==> src/fpfm_pkg.sv <==
// ----------------------------------------------------------------------------
// fpfm_pkg
// Shared types and constants of the frame peak follower meter: request
// structs for both channels, register codes and fixed-point constants.
// ----------------------------------------------------------------------------
package fpfm_pkg;

    // default width of one pcm sample
    localparam int SAMPLE_WIDTH_DEF = 16;

    // shared multiplier operand and product widths
    localparam int MUL_W  = 32;
    localparam int PROD_W = 2 * MUL_W;

    // field widths
    localparam int SAMPLE_W = 16;
    localparam int LEVEL_W  = 15;
    localparam int AMP_W    = 16;
    localparam int CFG_W    = 2;

    // sample_bytes register codes
    localparam logic [CFG_W-1:0] SAMPLE_BYTES_ONE = 2'd1;
    localparam logic [CFG_W-1:0] SAMPLE_BYTES_RST = 2'd2;

    // decay by 3/5: level * 3 * ceil(2^18 / 5) >> 18, exact for 16-bit values
    localparam logic [17:0] DECAY_MUL   = 18'd157287;
    localparam int          DECAY_SHIFT = 18;

    // fourth root of level * 2^49 gives Q0.16 of (level / 32768)^(1/4)
    localparam int ROOT_BITS  = 16;
    localparam int ROOT_SHIFT = PROD_W - LEVEL_W;
    localparam int ROOT_CNT_W = $clog2(ROOT_BITS);

    // amplitude floor of 0.1 in Q0.16
    localparam logic [AMP_W-1:0] AMP_FLOOR = 16'd6554;

    // input request: one sample and its frame end mark
    typedef struct packed {
        logic signed [SAMPLE_W-1:0] sample_value;
        logic                       frame_end;
    } t_in_req;

    // output request: one result per frame
    typedef struct packed {
        logic [AMP_W-1:0]   amplitude;
        logic [LEVEL_W-1:0] follower_level;
    } t_out_req;

endpackage

==> src/fpfm_mul.sv <==
// ----------------------------------------------------------------------------
// fpfm_mul
// Shared unsigned multiplier with a registered product, used for the decay
// scaling and for the squarings of the fourth root search.
// ----------------------------------------------------------------------------
module fpfm_mul (
    input  logic                        i_clk,
    input  logic [fpfm_pkg::MUL_W-1:0]  i_op_a,
    input  logic [fpfm_pkg::MUL_W-1:0]  i_op_b,
    output logic [fpfm_pkg::PROD_W-1:0] o_prod
);
    import fpfm_pkg::*;

    logic [PROD_W-1:0] r_prod;
    logic [PROD_W-1:0] n_prod;

    // full-width product
    always_comb begin
        n_prod = PROD_W'(i_op_a) * PROD_W'(i_op_b);
    end

    // product register
    always_ff @(posedge i_clk) begin
        r_prod <= n_prod;
    end

    assign o_prod = r_prod;

endmodule

==> src/frame_peak_follower_meter.sv <==
// ----------------------------------------------------------------------------
// frame_peak_follower_meter
// Tracks the frame maximum of pcm samples, runs a peak follower at each frame
// end and reports the fourth root of the level as a Q0.16 amplitude.
// ----------------------------------------------------------------------------
// A sample without the frame end mark is taken and ready stays high. A sample
// with the frame end mark starts the frame update: a decay step (only when
// the level falls) and a bit-by-bit fourth root search of 16 steps (square,
// square again, compare), all on one shared 32x32 multiplier; ready returns
// once the result is loaded, after any wait for the output register to free
// up. The result sits in an output register, so ordinary samples of the next
// frame are taken while it waits.
// ----------------------------------------------------------------------------
module frame_peak_follower_meter #(
    parameter int SAMPLE_WIDTH = fpfm_pkg::SAMPLE_WIDTH_DEF
) (
    input  logic                       i_clk,
    input  logic                       i_rst_n,
    // input channel
    input  logic                       i_in_valid,
    output logic                       o_in_ready,
    input  fpfm_pkg::t_in_req          i_in_req,
    // output channel
    output logic                       o_out_valid,
    input  logic                       i_out_ready,
    output fpfm_pkg::t_out_req         o_out_req,
    // configuration
    input  logic                       i_cfg_wen,
    input  logic [fpfm_pkg::CFG_W-1:0] i_cfg_wdata
);
    import fpfm_pkg::*;

    localparam logic [2:0] S_IDLE      = 3'd0;
    localparam logic [2:0] S_DECAY     = 3'd1;
    localparam logic [2:0] S_DECAY_WB  = 3'd2;
    localparam logic [2:0] S_ROOT_SQ   = 3'd3;
    localparam logic [2:0] S_ROOT_QUAD = 3'd4;
    localparam logic [2:0] S_ROOT_CMP  = 3'd5;
    localparam logic [2:0] S_DONE      = 3'd6;

    logic [2:0]            r_state, n_state;
    logic [CFG_W-1:0]      r_sample_bytes;
    logic [LEVEL_W-1:0]    r_frame_peak, n_frame_peak;
    logic [LEVEL_W-1:0]    r_prev_peak, n_prev_peak;
    logic [LEVEL_W-1:0]    r_held, n_held;
    logic [AMP_W-1:0]      r_root, n_root;
    logic [ROOT_CNT_W-1:0] r_bit, n_bit;
    logic                  r_out_valid, n_out_valid;
    t_out_req              r_out_req, n_out_req;

    logic                  w_in_acc;
    logic                  w_out_free;
    logic [LEVEL_W-1:0]    w_pos;
    logic [LEVEL_W-1:0]    w_cur_max;
    logic [LEVEL_W-1:0]    w_peak;
    logic [AMP_W-1:0]      w_trial;
    logic [MUL_W-1:0]      w_op_a, w_op_b;
    logic [PROD_W-1:0]     w_prod;

    assign w_in_acc   = i_in_valid && o_in_ready;
    assign w_out_free = !r_out_valid || i_out_ready;
    assign o_in_ready = (r_state == S_IDLE);

    // positive part of the sample, zero when negative
    always_comb begin
        if (r_sample_bytes == SAMPLE_BYTES_ONE) begin
            w_pos = i_in_req.sample_value[7] ? '0
                                             : LEVEL_W'(i_in_req.sample_value[6:0]);
        end else begin
            w_pos = i_in_req.sample_value[SAMPLE_WIDTH-1] ? '0
                    : LEVEL_W'(i_in_req.sample_value[SAMPLE_WIDTH-2:0]);
        end
    end

    // frame maximum including this sample, silent frame falls back
    assign w_cur_max = (w_pos > r_frame_peak) ? w_pos : r_frame_peak;
    assign w_peak    = (w_cur_max == '0) ? r_prev_peak : w_cur_max;

    // trial root with the current bit set
    assign w_trial = r_root | (AMP_W'(1) << r_bit);

    // shared multiplier operand select
    always_comb begin
        case (r_state)
            S_DECAY: begin
                w_op_a = MUL_W'(r_held);
                w_op_b = MUL_W'(DECAY_MUL);
            end
            S_ROOT_SQ: begin
                w_op_a = MUL_W'(w_trial);
                w_op_b = MUL_W'(w_trial);
            end
            S_ROOT_QUAD: begin
                w_op_a = w_prod[MUL_W-1:0];
                w_op_b = w_prod[MUL_W-1:0];
            end
            default: begin
                w_op_a = '0;
                w_op_b = '0;
            end
        endcase
    end

    fpfm_mul u_mul (
        .i_clk  (i_clk),
        .i_op_a (w_op_a),
        .i_op_b (w_op_b),
        .o_prod (w_prod)
    );

    // sequencer
    always_comb begin
        n_state      = r_state;
        n_frame_peak = r_frame_peak;
        n_prev_peak  = r_prev_peak;
        n_held       = r_held;
        n_root       = r_root;
        n_bit        = r_bit;
        n_out_valid  = r_out_valid && !i_out_ready;
        n_out_req    = r_out_req;
        case (r_state)
            S_IDLE: begin
                if (w_in_acc) begin
                    if (i_in_req.frame_end) begin
                        n_frame_peak = '0;
                        n_prev_peak  = w_peak;
                        n_root       = '0;
                        n_bit        = ROOT_CNT_W'(ROOT_BITS - 1);
                        if (w_peak >= r_held) begin
                            n_held  = w_peak;
                            n_state = S_ROOT_SQ;
                        end else begin
                            n_state = S_DECAY;
                        end
                    end else begin
                        n_frame_peak = w_cur_max;
                    end
                end
            end
            S_DECAY: begin
                n_state = S_DECAY_WB;
            end
            S_DECAY_WB: begin
                n_held  = w_prod[DECAY_SHIFT+LEVEL_W-1:DECAY_SHIFT];
                n_state = S_ROOT_SQ;
            end
            S_ROOT_SQ: begin
                n_state = S_ROOT_QUAD;
            end
            S_ROOT_QUAD: begin
                n_state = S_ROOT_CMP;
            end
            S_ROOT_CMP: begin
                if (w_prod <= {r_held, {ROOT_SHIFT{1'b0}}}) begin
                    n_root = w_trial;
                end
                if (r_bit == '0) begin
                    n_state = S_DONE;
                end else begin
                    n_bit   = r_bit - 1'b1;
                    n_state = S_ROOT_SQ;
                end
            end
            S_DONE: begin
                if (w_out_free) begin
                    n_out_valid               = 1'b1;
                    n_out_req.amplitude       = (r_root < AMP_FLOOR) ? AMP_FLOOR : r_root;
                    n_out_req.follower_level  = r_held;
                    n_state                   = S_IDLE;
                end
            end
            default: begin
                n_state = S_IDLE;
            end
        endcase
    end

    // control and state registers
    always_ff @(posedge i_clk) begin
        if (!i_rst_n) begin
            r_state        <= S_IDLE;
            r_sample_bytes <= SAMPLE_BYTES_RST;
            r_frame_peak   <= '0;
            r_prev_peak    <= '0;
            r_held         <= '0;
            r_out_valid    <= 1'b0;
        end else begin
            r_state      <= n_state;
            r_frame_peak <= n_frame_peak;
            r_prev_peak  <= n_prev_peak;
            r_held       <= n_held;
            r_out_valid  <= n_out_valid;
            if (i_cfg_wen) begin
                r_sample_bytes <= i_cfg_wdata;
            end
        end
    end

    // payload registers
    always_ff @(posedge i_clk) begin
        r_root    <= n_root;
        r_bit     <= n_bit;
        r_out_req <= n_out_req;
    end

    assign o_out_valid = r_out_valid;
    assign o_out_req   = r_out_req;

    // a frame end blocks new samples while the update runs
    a_frame_end_busy: assert property (@(posedge i_clk) disable iff (!i_rst_n)
        (w_in_acc && i_in_req.frame_end) |=> !o_in_ready)
        else $error("frame end did not start the update");

    // frame maximum restarts after each frame end
    a_frame_clear: assert property (@(posedge i_clk) disable iff (!i_rst_n)
        (w_in_acc && i_in_req.frame_end) |=> (r_frame_peak == '0))
        else $error("frame maximum not cleared");

    // finishing the update presents the level just computed
    a_done_result: assert property (@(posedge i_clk) disable iff (!i_rst_n)
        (r_state == S_DONE && w_out_free) |=>
            (o_out_valid && o_out_req.follower_level == $past(r_held)))
        else $error("result not loaded on completion");

    // amplitude never below the floor
    a_amp_floor: assert property (@(posedge i_clk) disable iff (!i_rst_n)
        o_out_valid |-> (o_out_req.amplitude >= AMP_FLOOR))
        else $error("amplitude below floor");

endmodule
==> config.mk <==
export PLATFORM = sky130hd
export DESIGN_NAME = frame_peak_follower_meter
export DESIGN_NICKNAME = d
export VERILOG_FILES = /design/src/fpfm_pkg.sv /design/src/fpfm_mul.sv /design/src/frame_peak_follower_meter.sv
export SDC_FILE = /design/constraint.sdc
export NUM_CORES = 2
export LEC_CHECK = 0
export ABC_AREA = 0
export BUFFER_PORTS_ARGS = -buffer_cell sky130_fd_sc_hd__buf_2
export CAP_MARGIN = 0
export CORE_UTILIZATION = 33
export CTS_CLUSTER_SIZE = 40
export DETAILED_ROUTE_END_ITERATION = 10
export PLACE_DENSITY = 0.45
export SYNTH_ARGS = -nofsm -noshare
export SYNTH_HDL_FRONTEND = slang
export SYNTH_HIERARCHICAL = 1
export SYNTH_SLANG_ARGS = --single-unit
==> constraint.sdc <==
create_clock -name i_clk -period 9.37 [get_ports i_clk]
set_clock_uncertainty 0.2 [all_clocks]
set_input_delay 1.874 -clock i_clk [delete_from_list [all_inputs] [get_ports i_clk]]
set_output_delay 1.874 -clock i_clk [all_outputs]
set_load 0.02 [all_outputs]
Word-level counts from Yosys, hierarchy flattened

Cells that the tools add are included.

$add $sub $neg: 1
Reductions and logical operators: 17
Order comparisons: 4
Shifts and indexed selects: 1
$mul: 1
Mux-type cells: 28
Equality and inequality tests: 13
Bitwise operators: 1

Operators with widths:

| kind                   | count |
|---|---|
| $pmux W32 S3           | 2 |
| $mux W15               | 8 |
| $le A64 B64 Y1         | 1 |
| $mul A32 B32 Y64       | 1 |
| $mux W16               | 3 |
| $pmux W16 S2           | 1 |
| $pmux W15 S2           | 1 |
| $pmux W3 S7            | 1 |
| $lt A16 B13 Y1 const B | 1 |
| $or A16 B16 Y16        | 1 |
| $shl A1 B4 Y16 const A | 1 |
| $ge A15 B15 Y1         | 1 |
| $gt A15 B15 Y1         | 1 |
| $logic_not A15 Y1      | 1 |
| $mux W3                | 4 |
| $mux W4                | 3 |
| $reduce_and A4 Y1      | 3 |
| $eq A3 B3 Y1 const B   | 3 |
| $pmux W4 S2            | 1 |
| $mux W7                | 1 |
| $eq A3 B2 Y1 const B   | 2 |
| $ne A2 B1 Y1 const B   | 3 |
| $ne A2 B2 Y1 const B   | 3 |
| $reduce_and A3 Y1      | 2 |
| other kinds (12)       | 17 |

Input port bits: 24
Logic and storage cells: 77
Bits in registers: 166
Output and inout port bits: 33

Logic depth before layout (Yosys ltp)

Word-level depth: 11
Depth in mapped cells: 35
Depth with buffers taken out: 33

Hierarchy

The synthesis kept the hierarchy.

By module, submodules not included:

| module                    | times used | area each (µm²) | cells an instance |
|---|---|---|---|
| fpfm_mul                  | 1          | 34712.0         | 3763 |
| frame_peak_follower_meter | 1          | 6759.0          | 790 |

Worst setup path before layout

Ideal clock, no wire load.

Kind: register to register
From: register r_state[2]
To: register u_mul.r_prod[53], in the netlist u_mul/o_prod[53]
Cell stages (with the launch flop): 30
Period minus slack after synthesis: 8451 ps
Path buffers: 5
Slack: 919 ps
Arrival time: 8128 ps
Cell sequence: dfxtp_1 -> clkbuf_1 -> nor3b_1 -> clkbuf_1 -> buf_1 -> nand2_1 -> o21ai_0 -> clkbuf_1 -> and2_1 -> fa_1 -> fa_1 -> inv_1 -> fa_1 -> fa_1 -> inv_1 -> fa_1 -> fa_1 -> fa_1 -> fa_1 -> ha_1 -> buf_6 -> a21oi_4 -> nor2b_1 -> o21a_1 -> or3b_1 -> a311oi_2 -> o21ba_2 -> o21a_1 -> o21ai_1 -> xor2_1

Longest elaborated chain between the ends: 3

RTL lines:

| item                                 | RTL line                         | RTL |
|---|---|---|
| from (decl)                          | frame_peak_follower_meter.sv:41  | `logic [2:0] r_state, n_state;` |
| from (signal assigned)               | frame_peak_follower_meter.sv:188 | `r_state <= n_state;` |
| $eq A3 B3 Y1 (tied with other cells) | frame_peak_follower_meter.sv:84  | `case (r_state)` |
| $pmux W32 S3 (*)                     | frame_peak_follower_meter.sv:84  |  |
| via w_op_a[15]                       | frame_peak_follower_meter.sv:57  | `logic [MUL_W-1:0] w_op_a, w_op_b;` |
| $mul A32 B32 Y64 (*)                 | fpfm_mul.sv:19                   | `n_prod = PROD_W'(i_op_a) * PROD_W'(i_op_b);` |
| via u_mul.n_prod[53]                 | fpfm_mul.sv:15                   | `logic [PROD_W-1:0] n_prod;` |
| to (signal assigned)                 | fpfm_mul.sv:24                   | `r_prod <= n_prod;` |
| to (decl)                            | fpfm_mul.sv:14                   | `logic [PROD_W-1:0] r_prod;` |

Mark *: on every way through the listed nets, which the timed path passes. The rest lies on a longest branch.
A chain may end at the register's enable or synchronous reset.

Worst setup path in the final report

From: register r_bit[0]
To: register u_mul.r_prod[53], in the netlist u_mul/o_prod[53]

Longest elaborated chain between the ends: 4

RTL lines:

| item                   | RTL line                         | RTL |
|---|---|---|
| from (decl)            | frame_peak_follower_meter.sv:47  | `logic [ROOT_CNT_W-1:0] r_bit, n_bit;` |
| from (signal assigned) | frame_peak_follower_meter.sv:202 | `r_bit <= n_bit;` |
| $shl A1 B4 Y16         | frame_peak_follower_meter.sv:80  | `assign w_trial = r_root \| (AMP_W'(1) << r_bit);` |
| $or A16 B16 Y16        | frame_peak_follower_meter.sv:80  |  |
| $pmux W32 S3           | frame_peak_follower_meter.sv:84  |  |
| via w_op_b[14]         | frame_peak_follower_meter.sv:57  |  |
| $mul A32 B32 Y64       | fpfm_mul.sv:19                   |  |
| via u_mul.n_prod[53]   | fpfm_mul.sv:15                   |  |

The timed path passes the listed nets, and every way through them passes these cells.

==> flow_metrics.py <==
metrics = {
    "setup_path": {
        "crit_path_top_delay_cell": "fa_1",
        "critical_path_class": "flip-flop to flip-flop",
        "critPathMostFrequentCell": "fa_1",
        "cp_data_required_time_ns": 9.50,
        "reg2reg_from": "r_bit[0]",
        "start_kind": "flip-flop",
        "arrival_ns": 9.05,
        "path_max_fanout": 22,
        "critPathMaxStageDelay_ns": 0.55,
        "critPathCaptureType": "flip-flop",
        "r2r_cells": 30,
        "worstReg2RegEnd": "u_mul/o_prod[53]",
        "regToRegSetupSlack_ns": 0.45,
    },
    "yosys": {
        "async_reset_ff_frac": 0,
        "ys_ff_latch": 166,
        "postSynthNetCount": 5786,
        "syn_inst": 4553,
        "ys.flop_type": "dfxtp_1",
        "ys_types": 88,
        "synth_top_area_frac": 0.433,
        "synth_area_leaders": "fa_1 (43%), ha_1 (9.4%), and2_1 (9.4%)",
        "ys_warn_count": 6,
        "synth_edf_count": 51,
        "ys_seq_area_frac": 0.0924,
        "synth_top_area_cell": "fa_1",
        "syn_area_per_cell_um2": 9.11,
        "netlist_area_um2": 41500,
    },
    "hold_path": {
        "hold_path_class": "flip-flop to flip-flop",
        "min_to": "r_prev_peak[14]",
        "worstHoldStart": "r_prev_peak[14]",
        "hold_depth": 2,
    },
    "grt": {
        "grt_pass1_wl_um": 193000,
        "grt_max_degree": 58,
        "antenna_found_initial": 5,
        "grt_use_met1": 0.278,
        "met2_usage": 0.337,
        "track_usage": 0.196,
        "grt.busiest_layer": "met2",
        "grtUsageMet3": 0.0116,
        "grt_pass1_vias": 32000,
        "grt_overflow_total": 0,
    },
    "timing": {
        "fmaxAchievable_mhz": 112,
        "layout_setup_ws_ns": 0.446,
        "tightest_slew_ns": 1.15,
        "tns_ns": 0,
        "min_period_ns": 8.92,
        "rsz0062_at_grt": "no",
        "setup_viol": 0,
        "hold_violations": 0,
        "slew_headroom": 0.237,
        "hold_ws_ns": 0.274,
        "final_max_slew_viol_count": 0,
        "min_period_over_period": 0.952,
    },
    "clock_network": {
        "clk_latency_ns": 0.45,
        "cts-root-buf": "clkbuf_16",
        "h-tree-depth": 4,
        "hold_buffers": 0,
        "clk_pin_slew_ns": 0.07,
        "cts_max_path_buffers": 2,
        "numCtsBuffers": 17,
        "cts_tree": "done",
        "cts.sinks": 166,
    },
    "drt": {
        "viasPerCell": 4.85,
        "vias": 29800,
        "wl_per_cell_um": 19.6,
        "drt_iter0_markers": 1638,
        "antenna_left": 0,
        "totalWireLength_um": 120000,
        "drc": 0,
        "firstDrtPassIters": 5,
    },
    "placed_design": {
        "gp_congestion": 0.881,
        "pre_cts_ws_ns": 0.254,
        "dp_hpwl_um": 97600,
        "numPortBuffers": 56,
    },
    "power": {
        "power.density_nw_per_um2": 63.0,
        "leakagePower_uw": 0.0216,
        "ir_worst_vdd_mv": 0.175,
    },
    "floorplan": {
        "die_x_um": 357,
        "io_pins": 57,
        "die-area_um2": 127000,
        "floorplan.initialDensity": 0.334,
        "rows": 129,
        "die_h_um": 357,
        "core_um2": 124000,
    },
    "finish": {
        "nets": 5728,
        "final_cell_mix": "inv_1 (916), fa_1 (896), and2_1 (606), nand2_1 (602), ha_1 (311)",
        "syn_to_final_growth_pct": 7.72,
        "drive_above_1_share": 0.0637,
        "final_common_cell": "inv_1",
    },
    "flow_run": {
        "max_cap_violations": 0,
    },
    "run_status": {
        "outcome": "finished clean",
    },
}
==> timing repair <==
| item | in CTS | in global routing |
|---|---|---|
| setup endpoints to repair | 0 | 11 |
| gates resized for setup | 0 | 10 |
| buffers inserted | 0 | 0 |
==> synthesized netlist by cell type (7+ instances only) <==
cell type and count:
a211oi_1 19, a21o_1 40, a21oi_1 122, a31oi_1 19, and2_1 621, and3_1 8
buf_2 14, buf_6 9, clkbuf_1 232, dfxtp_1 115, edfxtp_1 51, fa_1 896
ha_1 313, inv_1 916, mux2i_1 15, nand2_1 602, nand2b_1 7, nand3_1 32
nand4_1 27, nor2_1 76, nor2b_1 15, nor3_1 8, nor4_1 25, o211ai_1 41
o21a_1 11, o21ai_0 93, o21bai_1 18, o221ai_1 9, o22ai_1 7, or3_1 7
xnor2_1 46, xor2_1 18
==> final cells by class <==
| cell class | count | area, µm² |
|---|---|---|
| Clock inverter | 12 | 108 |
| Sequential cell | 166 | 3830 |
| Antenna cell | 2 | 5.00 |
| Fill cell | 12900 | 79400 |
| Multi-Input combinational cell | 3210 | 33200 |
| Tap cell | 1637 | 2050 |
| Inverter | 917 | 3440 |
| Timing Repair Buffer | 183 | 1540 |
| Clock buffer | 20 | 447 |
==> critical path, delay by kind of cell, from the launching register on <==
family	cells	cell delay [ns]
buffers and inverters	7	0.92
AOI/OAI and AO/OA	11	2.33
adders and majority gates	10	4.52
and+or+nand+nor	1	0.17
DFF	1	0.46
xor gates and xnor gates	1	0.15
==> state kept, by name (all words and copies together), names as in the netlist <==
signal and count:
u_mul/o_prod 64, o_out_req 31, r_root 16, r_frame_peak 15
r_held 15, r_prev_peak 15, r_bit 4, r_state 3
r_sample_bytes 2, o_out_valid 1
==> worst max-delay path by stage <==
stage                    start                to  slack, ns  cells past startpoint
floorplan           r_state[2]  u_mul/o_prod[53]       0.92                     29
global placement      r_bit[1]  u_mul/o_prod[61]       0.30                     30
detailed placement    r_bit[1]  u_mul/o_prod[63]       0.25                     30
CTS                   r_bit[1]  u_mul/o_prod[63]       0.21                     30
global route        r_state[2]  u_mul/o_prod[53]       0.02                     26
finish                r_bit[0]  u_mul/o_prod[53]       0.45                     30
==> layer usage <==
metal / share of wire / vias to the layer above
met3: 0.025 / 58
met2: 0.49 / 434
met5: 0 / -
li1: - / 13700
met4: 0.011 / 0
met1: 0.47 / 15700
==> per-stage QoR <==
step / util / total power (µW) / cell area [µm²] / cells
global route: 0.360 / 2980 / 44700 / 6145
CTS: 0.360 / 2830 / 44600 / 6145
detailed placement: 0.355 / 2140 / 44100 / 6113
floorplan: - / 1600 / 41500 / 4553
global placement: 0.355 / 2140 / 44100 / 6113
finish: 0.360 / 2820 / 44700 / 6147
==> power by group <==
part | total, µW | internal, µW | switching [µW]
registers | 898 | 810 | 88.3
clock network | 683 | 356 | 327
logic | 1230 | 390 | 844
==> cell families after synthesis <==
group,after synthesis,synth area share
flip-flops,166,0.0924
XOR/XNOR,64,0.0135
buffers and inverters,1177,0.109
AND/OR/NAND/NOR,1469,0.182
adder cells (fa/ha/maj),1209,0.527
multiplexers,16,0.00389
AO/OA/AOI/OAI,452,0.0727
(Power assumes the default switching activity.)
